[src/hdl/srsa_pkg.sv]
// Shared types, constants, prime table and microcode for the small RSA block.
package srsa_pkg;

  localparam int unsigned PRIME_LIMIT = 49;

  localparam int unsigned PrimeW = 6;
  localparam int unsigned ValW   = 11;
  localparam int unsigned ModW   = 12;
  localparam int unsigned ByteW  = 8;
  localparam int unsigned CntW   = 4;
  localparam int unsigned PcW    = 5;

  localparam logic [CntW-1:0] RemSteps = CntW'(ValW);
  localparam logic [CntW-1:0] MulSteps = CntW'(ByteW);

  typedef enum logic [0:0] {
    REG_PRIME_P = 1'b0,
    REG_PRIME_Q = 1'b1
  } srsa_reg_e;

  typedef enum logic [3:0] {
    OP_NOP,
    OP_ACCEPT,
    OP_INIT_KEY,
    OP_E_START,
    OP_REM_INIT,
    OP_REM_STEP,
    OP_E_INC,
    OP_D_START,
    OP_D_STEP,
    OP_KEY_OK,
    OP_Z_INIT,
    OP_MUL_INIT,
    OP_MUL_STEP,
    OP_MUL_DONE,
    OP_OUT_LOAD
  } srsa_op_e;

  typedef enum logic [3:0] {
    C_NEVER,
    C_ALWAYS,
    C_NO_IN,
    C_KEY_READY,
    C_BAD_PRIMES,
    C_E_GE_FI,
    C_E_NOT_PRIME,
    C_CNT_GT1,
    C_R_NZ,
    C_R_ONE,
    C_SKIP_ENC,
    C_K_ZERO,
    C_OUT_BUSY
  } srsa_cond_e;

  typedef struct packed {
    srsa_op_e         op;
    srsa_cond_e       cond;
    logic [PcW-1:0]   target;
  } srsa_uword_t;

  // Status from the datapath that the sequencer branches on.
  typedef struct packed {
    logic in_valid;
    logic key_ready;
    logic bad_primes;
    logic e_ge_fi;
    logic e_not_prime;
    logic cnt_gt1;
    logic r_nz;
    logic r_one;
    logic skip_enc;
    logic k_zero;
    logic out_busy;
  } srsa_flags_t;

  // Program labels
  localparam logic [PcW-1:0] L_IDLE   = 5'd0;
  localparam logic [PcW-1:0] L_ETEST  = 5'd4;
  localparam logic [PcW-1:0] L_REM    = 5'd7;
  localparam logic [PcW-1:0] L_ENEXT  = 5'd9;
  localparam logic [PcW-1:0] L_EFOUND = 5'd10;
  localparam logic [PcW-1:0] L_DTEST  = 5'd11;
  localparam logic [PcW-1:0] L_DFOUND = 5'd13;
  localparam logic [PcW-1:0] L_ENC    = 5'd14;
  localparam logic [PcW-1:0] L_ELOOP  = 5'd15;
  localparam logic [PcW-1:0] L_MUL    = 5'd17;
  localparam logic [PcW-1:0] L_OUT    = 5'd19;

  function automatic logic is_prime6(input logic [PrimeW-1:0] v);
    logic r;
    case (v)
      6'd2, 6'd3, 6'd5, 6'd7, 6'd11, 6'd13, 6'd17, 6'd19, 6'd23, 6'd29,
      6'd31, 6'd37, 6'd41, 6'd43, 6'd47, 6'd53, 6'd59, 6'd61: r = 1'b1;
      default: r = 1'b0;
    endcase
    return r;
  endfunction

  function automatic srsa_uword_t mk(input srsa_op_e op, input srsa_cond_e c,
                                     input logic [PcW-1:0] t);
    srsa_uword_t w;
    w.op     = op;
    w.cond   = c;
    w.target = t;
    return w;
  endfunction

  // Microcode: do op, then jump to target if cond holds, else fall through.
  function automatic srsa_uword_t ucode_rom(input logic [PcW-1:0] pc);
    srsa_uword_t w;
    case (pc)
      5'd0:  w = mk(OP_ACCEPT,   C_NO_IN,       L_IDLE);
      5'd1:  w = mk(OP_NOP,      C_KEY_READY,   L_ENC);
      5'd2:  w = mk(OP_INIT_KEY, C_BAD_PRIMES,  L_ENC);
      5'd3:  w = mk(OP_E_START,  C_NEVER,       L_IDLE);
      5'd4:  w = mk(OP_NOP,      C_E_GE_FI,     L_ENC);   // no coprime e: error
      5'd5:  w = mk(OP_NOP,      C_E_NOT_PRIME, L_ENEXT);
      5'd6:  w = mk(OP_REM_INIT, C_NEVER,       L_IDLE);
      5'd7:  w = mk(OP_REM_STEP, C_CNT_GT1,     L_REM);
      5'd8:  w = mk(OP_NOP,      C_R_NZ,        L_EFOUND);
      5'd9:  w = mk(OP_E_INC,    C_ALWAYS,      L_ETEST);
      5'd10: w = mk(OP_D_START,  C_NEVER,       L_IDLE);
      5'd11: w = mk(OP_NOP,      C_R_ONE,       L_DFOUND);
      5'd12: w = mk(OP_D_STEP,   C_ALWAYS,      L_DTEST);
      5'd13: w = mk(OP_KEY_OK,   C_ALWAYS,      L_ENC);
      5'd14: w = mk(OP_Z_INIT,   C_SKIP_ENC,    L_OUT);
      5'd15: w = mk(OP_NOP,      C_K_ZERO,      L_OUT);
      5'd16: w = mk(OP_MUL_INIT, C_NEVER,       L_IDLE);
      5'd17: w = mk(OP_MUL_STEP, C_CNT_GT1,     L_MUL);
      5'd18: w = mk(OP_MUL_DONE, C_ALWAYS,      L_ELOOP);
      5'd19: w = mk(OP_NOP,      C_OUT_BUSY,    L_OUT);
      5'd20: w = mk(OP_OUT_LOAD, C_ALWAYS,      L_IDLE);
      default: w = mk(OP_NOP,    C_ALWAYS,      L_IDLE);
    endcase
    return w;
  endfunction

endpackage

[src/hdl/srsa_seq.sv]
// Microcode sequencer: step counter, control ROM and conditional jumps.
module srsa_seq (
  input  logic                clk_i,
  input  logic                rst_ni,
  input  srsa_pkg::srsa_flags_t flags_i,
  output srsa_pkg::srsa_op_e  op_o
);
  import srsa_pkg::*;

  logic [PcW-1:0] pc_q, pc_d;
  srsa_uword_t    uw;
  logic           take;

  always_comb begin
    uw = ucode_rom(pc_q);
    case (uw.cond)
      C_NEVER:       take = 1'b0;
      C_ALWAYS:      take = 1'b1;
      C_NO_IN:       take = !flags_i.in_valid;
      C_KEY_READY:   take = flags_i.key_ready;
      C_BAD_PRIMES:  take = flags_i.bad_primes;
      C_E_GE_FI:     take = flags_i.e_ge_fi;
      C_E_NOT_PRIME: take = flags_i.e_not_prime;
      C_CNT_GT1:     take = flags_i.cnt_gt1;
      C_R_NZ:        take = flags_i.r_nz;
      C_R_ONE:       take = flags_i.r_one;
      C_SKIP_ENC:    take = flags_i.skip_enc;
      C_K_ZERO:      take = flags_i.k_zero;
      C_OUT_BUSY:    take = flags_i.out_busy;
      default:       take = 1'b1;
    endcase
    pc_d = take ? uw.target : pc_q + PcW'(1);
    op_o = uw.op;
  end

  always_ff @(posedge clk_i or negedge rst_ni) begin
    if (!rst_ni) begin
      pc_q <= L_IDLE;
    end else begin
      pc_q <= pc_d;
    end
  end

endmodule

[src/hdl/small_rsa_key_and_encrypt.sv]
// Top level: textbook RSA key derivation and byte encryption, microcoded.
// The public exponent e is at most 11. The first byte after reset or a prime write also
// derives the key, trying exponent candidates and then private exponent candidates.
// Only one byte is in flight at a time: a new byte is not taken until the last result
// has been loaded into the output register. Reset loads primes 5 and 7; no clearing pass.
module small_rsa_key_and_encrypt (
  input  logic                           clk_i,
  input  logic                           rst_ni,
  input  logic                           cfg_we_i,
  input  logic                           cfg_index_i,
  input  logic [srsa_pkg::PrimeW-1:0]    cfg_data_i,
  input  logic                           in_valid_i,
  output logic                           in_stall_o,
  input  logic [srsa_pkg::ByteW-1:0]     plain_byte_i,
  output logic                           out_valid_o,
  input  logic                           out_stall_i,
  output logic [srsa_pkg::ValW-1:0]      cipher_value_o,
  output logic [srsa_pkg::ValW-1:0]      modulus_o,
  output logic [srsa_pkg::ValW-1:0]      public_exp_o,
  output logic [srsa_pkg::ValW-1:0]      private_exp_o,
  output logic                           key_error_o
);
  import srsa_pkg::*;

  srsa_op_e    op;
  srsa_flags_t flags;

  logic [PrimeW-1:0] p_q, q_q;
  logic              derived_q, err_q;
  logic [ModW-1:0]   n_q;
  logic [ValW-1:0]   fi_q, e_q, d_q, r_q, z_q, acc_q, k_q, sh_q;
  logic [CntW-1:0]   cnt_q;
  logic [ByteW-1:0]  m_q;
  logic              out_valid_q;
  logic [ValW-1:0]   oc_q, on_q, oe_q, od_q;
  logic              oerr_q;

  logic              primes_ok;
  logic [ModW-1:0]   rem_t, rem_r, dsum, dsum_r;
  logic [ModW-1:0]   dbl, dbl_r, add, add_r;

  srsa_seq u_seq (
    .clk_i   (clk_i),
    .rst_ni  (rst_ni),
    .flags_i (flags),
    .op_o    (op)
  );

  always_comb begin
    primes_ok = is_prime6(p_q) && is_prime6(q_q) && (p_q != q_q) &&
                (ModW'(p_q) <= ModW'(PRIME_LIMIT)) && (ModW'(q_q) <= ModW'(PRIME_LIMIT));

    // one bit of fi mod e
    rem_t = {r_q, sh_q[ValW-1]};
    rem_r = (rem_t >= {1'b0, e_q}) ? rem_t - {1'b0, e_q} : rem_t;

    // running d*e mod fi
    dsum   = {1'b0, r_q} + {1'b0, e_q};
    dsum_r = (dsum >= {1'b0, fi_q}) ? dsum - {1'b0, fi_q} : dsum;

    // one bit of z*m mod n, multiplier bits msb first
    dbl   = {acc_q, 1'b0};
    dbl_r = (dbl >= n_q) ? dbl - n_q : dbl;
    add   = dbl_r + (sh_q[ValW-1] ? {1'b0, z_q} : '0);
    add_r = (add >= n_q) ? add - n_q : add;

    flags.in_valid    = in_valid_i;
    flags.key_ready   = derived_q;
    flags.bad_primes  = !primes_ok;
    flags.e_ge_fi     = (e_q >= fi_q);
    flags.e_not_prime = (e_q[ValW-1:PrimeW] != '0) || !is_prime6(e_q[PrimeW-1:0]);
    flags.cnt_gt1     = (cnt_q > CntW'(1));
    flags.r_nz        = (r_q != '0);
    flags.r_one       = (r_q == ValW'(1));
    flags.skip_enc    = err_q || (n_q == '0);
    flags.k_zero      = (k_q == '0);
    flags.out_busy    = out_valid_q && out_stall_i;
  end

  assign in_stall_o = (op != OP_ACCEPT);

  // control and key state
  always_ff @(posedge clk_i or negedge rst_ni) begin
    if (!rst_ni) begin
      p_q         <= PrimeW'(5);
      q_q         <= PrimeW'(7);
      derived_q   <= 1'b0;
      err_q       <= 1'b0;
      n_q         <= '0;
      e_q         <= '0;
      d_q         <= '0;
      out_valid_q <= 1'b0;
    end else begin
      if (out_valid_q && !out_stall_i) begin
        out_valid_q <= 1'b0;
      end
      case (op)
        OP_INIT_KEY: begin
          n_q       <= ModW'(p_q) * ModW'(q_q);
          e_q       <= '0;
          d_q       <= '0;
          err_q     <= 1'b1;
          derived_q <= 1'b1;
        end
        OP_E_START:  e_q <= ValW'(2);
        OP_E_INC:    e_q <= e_q + ValW'(1);
        OP_D_START:  d_q <= ValW'(1);
        OP_D_STEP:   d_q <= d_q + ValW'(1);
        OP_KEY_OK:   err_q <= 1'b0;
        OP_OUT_LOAD: out_valid_q <= 1'b1;
        default: ;
      endcase
      if (cfg_we_i) begin
        case (cfg_index_i)
          REG_PRIME_P: p_q <= cfg_data_i;
          REG_PRIME_Q: q_q <= cfg_data_i;
          default: ;
        endcase
        derived_q <= 1'b0;
      end
    end
  end

  // working registers
  always_ff @(posedge clk_i) begin
    case (op)
      OP_ACCEPT: begin
        if (in_valid_i) begin
          m_q <= plain_byte_i;
        end
      end
      OP_INIT_KEY: fi_q <= (ValW'(p_q) - ValW'(1)) * (ValW'(q_q) - ValW'(1));
      OP_REM_INIT: begin
        r_q   <= '0;
        sh_q  <= fi_q;
        cnt_q <= RemSteps;
      end
      OP_REM_STEP: begin
        r_q   <= rem_r[ValW-1:0];
        sh_q  <= {sh_q[ValW-2:0], 1'b0};
        cnt_q <= cnt_q - CntW'(1);
      end
      OP_D_START: r_q <= e_q;
      OP_D_STEP:  r_q <= dsum_r[ValW-1:0];
      OP_Z_INIT: begin
        z_q <= flags.skip_enc ? '0 : ValW'(1);
        k_q <= e_q;
      end
      OP_MUL_INIT: begin
        acc_q <= '0;
        sh_q  <= {m_q, (ValW-ByteW)'(0)};
        cnt_q <= MulSteps;
      end
      OP_MUL_STEP: begin
        acc_q <= add_r[ValW-1:0];
        sh_q  <= {sh_q[ValW-2:0], 1'b0};
        cnt_q <= cnt_q - CntW'(1);
      end
      OP_MUL_DONE: begin
        z_q <= acc_q;
        k_q <= k_q - ValW'(1);
      end
      OP_OUT_LOAD: begin
        oc_q   <= z_q;
        on_q   <= n_q[ValW-1:0];
        oe_q   <= e_q;
        od_q   <= err_q ? '0 : d_q;
        oerr_q <= err_q;
      end
      default: ;
    endcase
  end

  assign out_valid_o    = out_valid_q;
  assign cipher_value_o = oc_q;
  assign modulus_o      = on_q;
  assign public_exp_o   = oe_q;
  assign private_exp_o  = od_q;
  assign key_error_o    = oerr_q;

endmodule

[config.mk]
export PLATFORM = sky130hd
export DESIGN_NAME = small_rsa_key_and_encrypt
export DESIGN_NICKNAME = d
export VERILOG_FILES = /design/src/hdl/srsa_pkg.sv /design/src/hdl/srsa_seq.sv /design/src/hdl/small_rsa_key_and_encrypt.sv
export SDC_FILE = /design/constraint.sdc
export NUM_CORES = 1
export LEC_CHECK = 0
export ABC_AREA = 0
export BUFFER_PORTS_ARGS = -buffer_cell sky130_fd_sc_hd__buf_2
export CAP_MARGIN = 10
export CORE_MARGIN = 4
export CORE_UTILIZATION = 65
export CTS_BUF_LIST = sky130_fd_sc_hd__clkbuf_2
export CTS_CLUSTER_DIAMETER = 80
export CTS_CLUSTER_SIZE = 10
export DETAILED_ROUTE_END_ITERATION = 12
export HOLD_SLACK_MARGIN = 0.03
export PLACE_DENSITY = 0.84
export SYNTH_ARGS = -nofsm -noshare
export SYNTH_HDL_FRONTEND = slang
export SYNTH_SLANG_ARGS = --single-unit
[constraint.sdc]
create_clock -name clk_i -period 12.87 [get_ports clk_i]
set_clock_uncertainty 0.1 [all_clocks]
set_input_delay 0.6435 -clock clk_i [delete_from_list [all_inputs] [get_ports clk_i]]
set_output_delay 0.6435 -clock clk_i [all_outputs]
set_load 0.05 [all_outputs]
==> results of run 1 <==
==> routing by layer <==
metal  up-vias  GRT usage (%)
li1       5490              -
met1      5544           38.2
met2       365           46.6
met3        62           3.57
met4         0           9.71
met5         -              0
==> critical path: cells and delay by family (launching register included) <==
family / cells / cell delay [ns]
AO/OA/AOI/OAI: 12 / 3.48
XOR/XNOR: 1 / 0.17
buffers and inverters: 2 / 0.17
adder cells (fa/ha/maj): 4 / 1.10
flip-flops: 1 / 0.44
AND/OR/NAND/NOR: 7 / 1.09
==> cell type report <==
| type | instances | area (sq um) |
|---|---|---|
| fillers | 1695 | 6330 |
| clock buffers | 17 | 85.1 |
| inverters | 138 | 518 |
| flip-flops and latches | 177 | 5050 |
| clock inverters | 15 | 211 |
| repair buffers | 94 | 583 |
| well taps | 280 | 350 |
| multi-input cells | 1151 | 8750 |
| diodes | 1 | 2.50 |
==> per-stage QoR <==
| step | hold WS (ns) | instances |
|---|---|---|
| floorplan | 0.248 | 1512 |
| global placement | 0.325 | 1823 |
| global route | 0.103 | 1873 |
| finish | 0.141 | 1873 |
| CTS | 0.0393 | 1871 |
| detailed placement | 0.327 | 1823 |
==> what timing repair did <==
item                                   4_1_cts  5_1_grt
buffers inserted                             0        0
hold buffers                                16        1
endpoints found under the hold margin       70        1
setup endpoints to repair                    0        0
==> logic make-up after synthesis <==
family,count (synthesis)
simple gates,501
fa+ha+maj,199
buf+inv,184
flops,177
xor+xnor,94
mux,48
compound gates,309
==> cells in the mapped netlist, drive strengths merged (6+ instances only) <==
cell type / number
and3: 12
dfrtp: 49
o21ai: 87
ha: 148
nand2: 122
xor2: 30
nor4: 10
or3: 10
a21oi: 84
a22o: 6
inv: 138
o21bai: 11
nand4: 10
o211ai: 9
o21a: 8
o221ai: 9
nand2b: 24
a22oi: 9
o31ai: 15
nor3: 42
nand3: 33
xnor2: 64
buf: 19
fa: 51
nor2b: 34
nor2: 139
clkbuf: 27
and2: 41
a31oi: 9
a21o: 15
edfxtp: 123
mux2i: 26
mux2: 20
==> worst paths after layout <==
kind / start / end / slack, ns / cells past startpoint
setup / recovery: n_q[2] / acc_q[0] / 6.13 / 26
hold / removal: cfg_index_i / p_q[0] / 0.14 / 4
setup reg to reg: n_q[2] / acc_q[0] / 6.13 / 26
hold reg to reg: z_q[9] / cipher_value_o[9] / 0.39 / 0
max in group asynchronous: rst_ni / n_q[1] / 11.79 / 3
min in group asynchronous: rst_ni / d_q[1] / 0.34 / 3
==> run_results.csv, run 1 <==
group,metric,value,unit
synth,ys_seq_elements,177,
layout,fin_util,71.1,%
synth,synth_top_area_cell,"edfxtp_1",
synth,synth_cells,1512,
run,cap_violations,0,
sta,setup_slack,6.13,ns
synth,syn_area_per_cell,9.60,sq um
clock_network,clock-root-buffer,"clkbuf_2",
synth,synth_fa_ha_area_share,19.8,%
synth,synth_area_leaders,"edfxtp_1, ha_1, dfrtp_1",
floorplan,core,21900,sq um
layout,layout_commonest_cell,"ha_1",
clock_network,clkTransAtPathRegs,0.29,ns
route,post_drt_via_cell_ratio,6.12,
sta,maxSlewViolCount,0,
global_route,antenna_found_initial,1,
synth,synth_xor_area_share,5.67,%
route,drt-initial-drc-count,786,
synth,yosys.cell_types.count,87,
global_route,grt_use_total,28.0,%
global_route,overflow,0,
hold_path,worstHoldPathType,"input pin to flip-flop",
route,wl_per_cell,18.3,um
route,met2WireLength,16500,um
setup_path,critPathKind,"flip-flop to flip-flop",
setup_path,crit_arrival,7.21,ns
clock_network,clock_latency,0.83,ns
layout,regMostFlops,"n_q",
setup_path,critPathSlowestCell,"o41ai_1",
clock_network,cts_resized,0,
synth,synth_mux_area_share,3.68,%
clock_network,clock_sinks,177,
placement,place_ws,6.31,ns
setup_path,start_kind,"flip-flop",
route,firstDrtPassIters,5,
sta,slew_headroom,25.6,%
synth,synth_edf_count,123,
setup_path,critPathMaxFanout,13,
setup_path,crit_top_cell,"nor2b_1",
floorplan,die_x,157,um
clock_network,htree_levels,4,
global_route,grt_pass1_vias,11251,
synth,synth-async-reset-ratio,30.5,%
placement,place.gp.congestion,0.943,
setup_path,endpoint_kind,"flip-flop",
layout,largest_reg_flops,12,
outcome,status,"finished, final reports clean",
route,wl_met1,14900,um
sta,setup_violations,0,
route,antenna_left,0,
route,drcViolationCount,0,
synth,synth-seq-area-share,34.8,%
route,routed-wl-met3,1880,um
synth,yosys.area_share.simple,17.1,%
sta,setup_tns,0,ns
floorplan,die_area,24800,sq um
route,routed_wl,34200,um
synth,ys.flop_type,"edfxtp_1",
synth,synth-compound-area-share,14.0,%
sta,worst-slew-pin-transition,1.11,ns
placement,dp_hpwl,25900,um
clock_network,cts_tree,"yes",
synth,yosysWarnings,0,
placement,place_area,15100,sq um
sta,layout_min_cycle_time,6.74,ns
sta,rsz0062_at_grt,"false",
global_route,grt_pass1_wl,55700,um
global_route,grt_max_degree,55,
placement,io_buffers,66,
synth,synth_area,14500,sq um
synth,syn-num-nets,1731,
clock_network,cts_buffers,17,
layout,syn_to_final_growth,7.15,%
floorplan,placementRows,54,
route,highest_layer,"met4",
layout,layout_common_cells,"ha_1, nor2_1, inv_1",
setup_path,cp_slowest_stage_delay,0.53,ns
clock_network,cts.path.max_buffers,2,
floorplan,die_height,157,um
floorplan,start_util,66.3,%
setup_path,cp.required,13.34,ns
route,routed-via-count,11461,
synth,synth_top_family_by_area,"adder cells",
sta,timing_hold_violations_final,0,
sta,post-route-period-util,52.4,%
sta,fmax,148,MHz
layout,nNetsFinal,1798,
layout,final_area,15600,sq um
layout,drive_above_1_share,10.4,%
synth,yosysTopAreaCellShare,25.4,%
floorplan,io_pins,67,
Power of run 1 is left out: the tool's default activity adds up to more than one toggle a clock period on the data nets, which glitch-free logic cannot reach.
==> run 2: changes to the inputs <==
Settings changed: CORE_UTILIZATION 65 to 59, PLACE_DENSITY 0.84 to 0.8.
Clock period 12.87 ns to 5.47 ns, I/O delays scaled along.
==> run_results.csv, run 2 (synthesis gave the netlist of run 1 again) <==
group,metric,value,unit
clock_network,clock_sinks,177,
sta,timing_hold_violations_final,0,
sta,setup_violations,0,
layout,fin_util,68.3,%
layout,largest_reg_flops,12,
layout,regMostFlops,"n_q",
placement,dp_hpwl,25900,um
setup_path,start_kind,"flip-flop",
setup_path,critPathBufInv,2,
route,wl_per_cell,17.5,um
sta,layout_min_cycle_time,5.35,ns
global_route,grt_use_total,26.0,%
global_route,grt_max_degree,55,
layout,layout_commonest_cell,"ha_1",
route,routed-via-count,11868,
global_route,grt_pass1_wl,56500,um
sta,slew_headroom,35.9,%
setup_path,critPathTopFamily,"compound AO/OA/AOI/OAI gates",
global_route,grt_pass1_vias,11430,
layout,ff_latch_area,5050,sq um
placement,place.gp.congestion,0.950,
sta,post-route-period-util,97.9,%
layout,syn_to_final_growth,14.1,%
floorplan,die_area,27200,sq um
floorplan,placementRows,57,
route,wl_met1,14600,um
setup_path,crit_top_cell,"a21o_1",
placement,place_ws,-0.114,ns
route,drt-initial-drc-count,991,
route,met2WireLength,17300,um
clock_network,cts_buffers,17,
clock_network,clkTransAtPathRegs,0.31,ns
clock_network,htree_levels,4,
global_route,overflow,0,
route,routed-wl-met3,2280,um
layout,nFillCells,1869,
sta,worst-slew-pin-transition,0.959,ns
layout,nNetsFinal,1893,
global_route,antenna_found_initial,2,
clock_network,clock_latency,0.83,ns
layout,drive_above_1_share,16.2,%
setup_path,crit_arrival,5.87,ns
route,post_drt_via_cell_ratio,5.90,
setup_path,critPathSlowestCell,"edfxtp_1",
floorplan,die_height,165,um
clock_network,cts.path.max_buffers,2,
hold_path,worstHoldPathType,"input pin to flip-flop",
sta,fmax,187,MHz
placement,io_buffers,66,
floorplan,core,24200,sq um
layout,layout_common_cells,"ha_1, nor2_1, inv_1",
setup_path,critPathMaxFanout,7,
route,antenna_left,0,
setup_path,cp_slowest_stage_delay,0.50,ns
setup_path,critPathKind,"flip-flop to flip-flop",
sta,setup_slack,0.118,ns
floorplan,start_util,59.9,%
layout,final_area,16600,sq um
setup_path,cp.required,5.99,ns
sta,maxSlewViolCount,0,
route,firstDrtPassIters,5,
placement,place_area,15600,sq um
run,cap_violations,0,
floorplan,io_pins,67,
layout,multi_input_area,8930,sq um
route,routed_wl,35200,um
clock_network,cts_tree,"yes",
route,drcViolationCount,0,
setup_path,endpoint_kind,"flip-flop",
sta,rsz0062_at_grt,"true",
floorplan,die_x,165,um
clock_network,clock-root-buffer,"clkbuf_2",
outcome,status,"finished, final reports clean",
route,highest_layer,"met5",
run 2: changes by cell type in the layout (fill, tap and decap cells not counted), moves of 3 or more:
cell,previous run,this run
a21oi_1,82,77
a21oi_2,2,6
buf_4,11,83
dlygate4sd3_1,17,35
ha_1,148,145
o21ai_0,83,77
o21ai_1,2,6
xnor2_1,64,61
xnor2_2,0,3
run 2: area by class of cell:
class | instances | share of cell area (%)
clock inverter | 15 | 1.20
multi-input combinational | 1151 | 53.9
inverter | 138 | 3.13
antenna | 1 | 0.0151
sequential | 177 | 30.5
tap | 324 | 2.45
clock buffer | 17 | 0.513
timing repair buffer | 189 | 8.33
run 2: metrics by stage:
stage	cells	hold WS [ns]	TNS, ns
after floorplan	1512	-0.122	0
after global placement	1925	0.326	0
after detailed placement	1925	0.329	-0.983
after CTS	1992	0.0773	0
after global routing	2012	0.0920	-1.53
final	2012	0.133	0
run 2: worst register-to-register path: stages (launching register included):
cell	delay, ns
edfxtp_1	0.50
ha_4	0.27
nor2b_4	0.12
o21ai_2	0.16
a21oi_2	0.09
o41ai_2	0.30
nand4b_1	0.17
a41oi_2	0.17
buf_4	0.21
o21a_1	0.19
ha_1	0.28
a21o_1	0.19
a21oi_4	0.16
o21ai_1	0.10
a21oi_2	0.19
xnor2_2	0.12
ha_1	0.36
a21o_1	0.21
a21o_1	0.18
a221oi_2	0.30
o21bai_1	0.13
nand2_1	0.08
a211o_1	0.20
buf_12	0.15
mux2i_1	0.21
nor2_1	0.06
run 2: final timing paths:
check                      slack (ns)  cells after the start           endpoint     startpoint
max                              0.12                     25           acc_q[5]       acc_q[1]
min                              0.13                      3             q_q[1]  cfg_data_i[1]
max reg2reg                      0.12                     25           acc_q[5]       acc_q[1]
min reg2reg                      0.37                      0  cipher_value_o[5]         z_q[5]
max in group asynchronous        4.20                      4             n_q[0]         rst_ni
min in group asynchronous        0.53                      4             d_q[0]         rst_ni
run 2: repair_timing:
action | CTS | global route
setup endpoints to repair | 11 | 12
hold endpoints to repair | 84 | 0
gates cloned | 0 | 2
buffers inserted | 0 | 16
resized for setup | 9 | 32
pin swaps | 2 | 30
hold buffers | 35 | 0
run 2: per-layer routing:
metal | track usage [%] | vias to the layer above
met2 | 44.4 | 415
met3 | 3.52 | 74
met4 | 8.28 | 2
li1 | - | 5663
met1 | 34.5 | 5714
met5 | 0 | -
Power of run 2 is left out for the same reason.
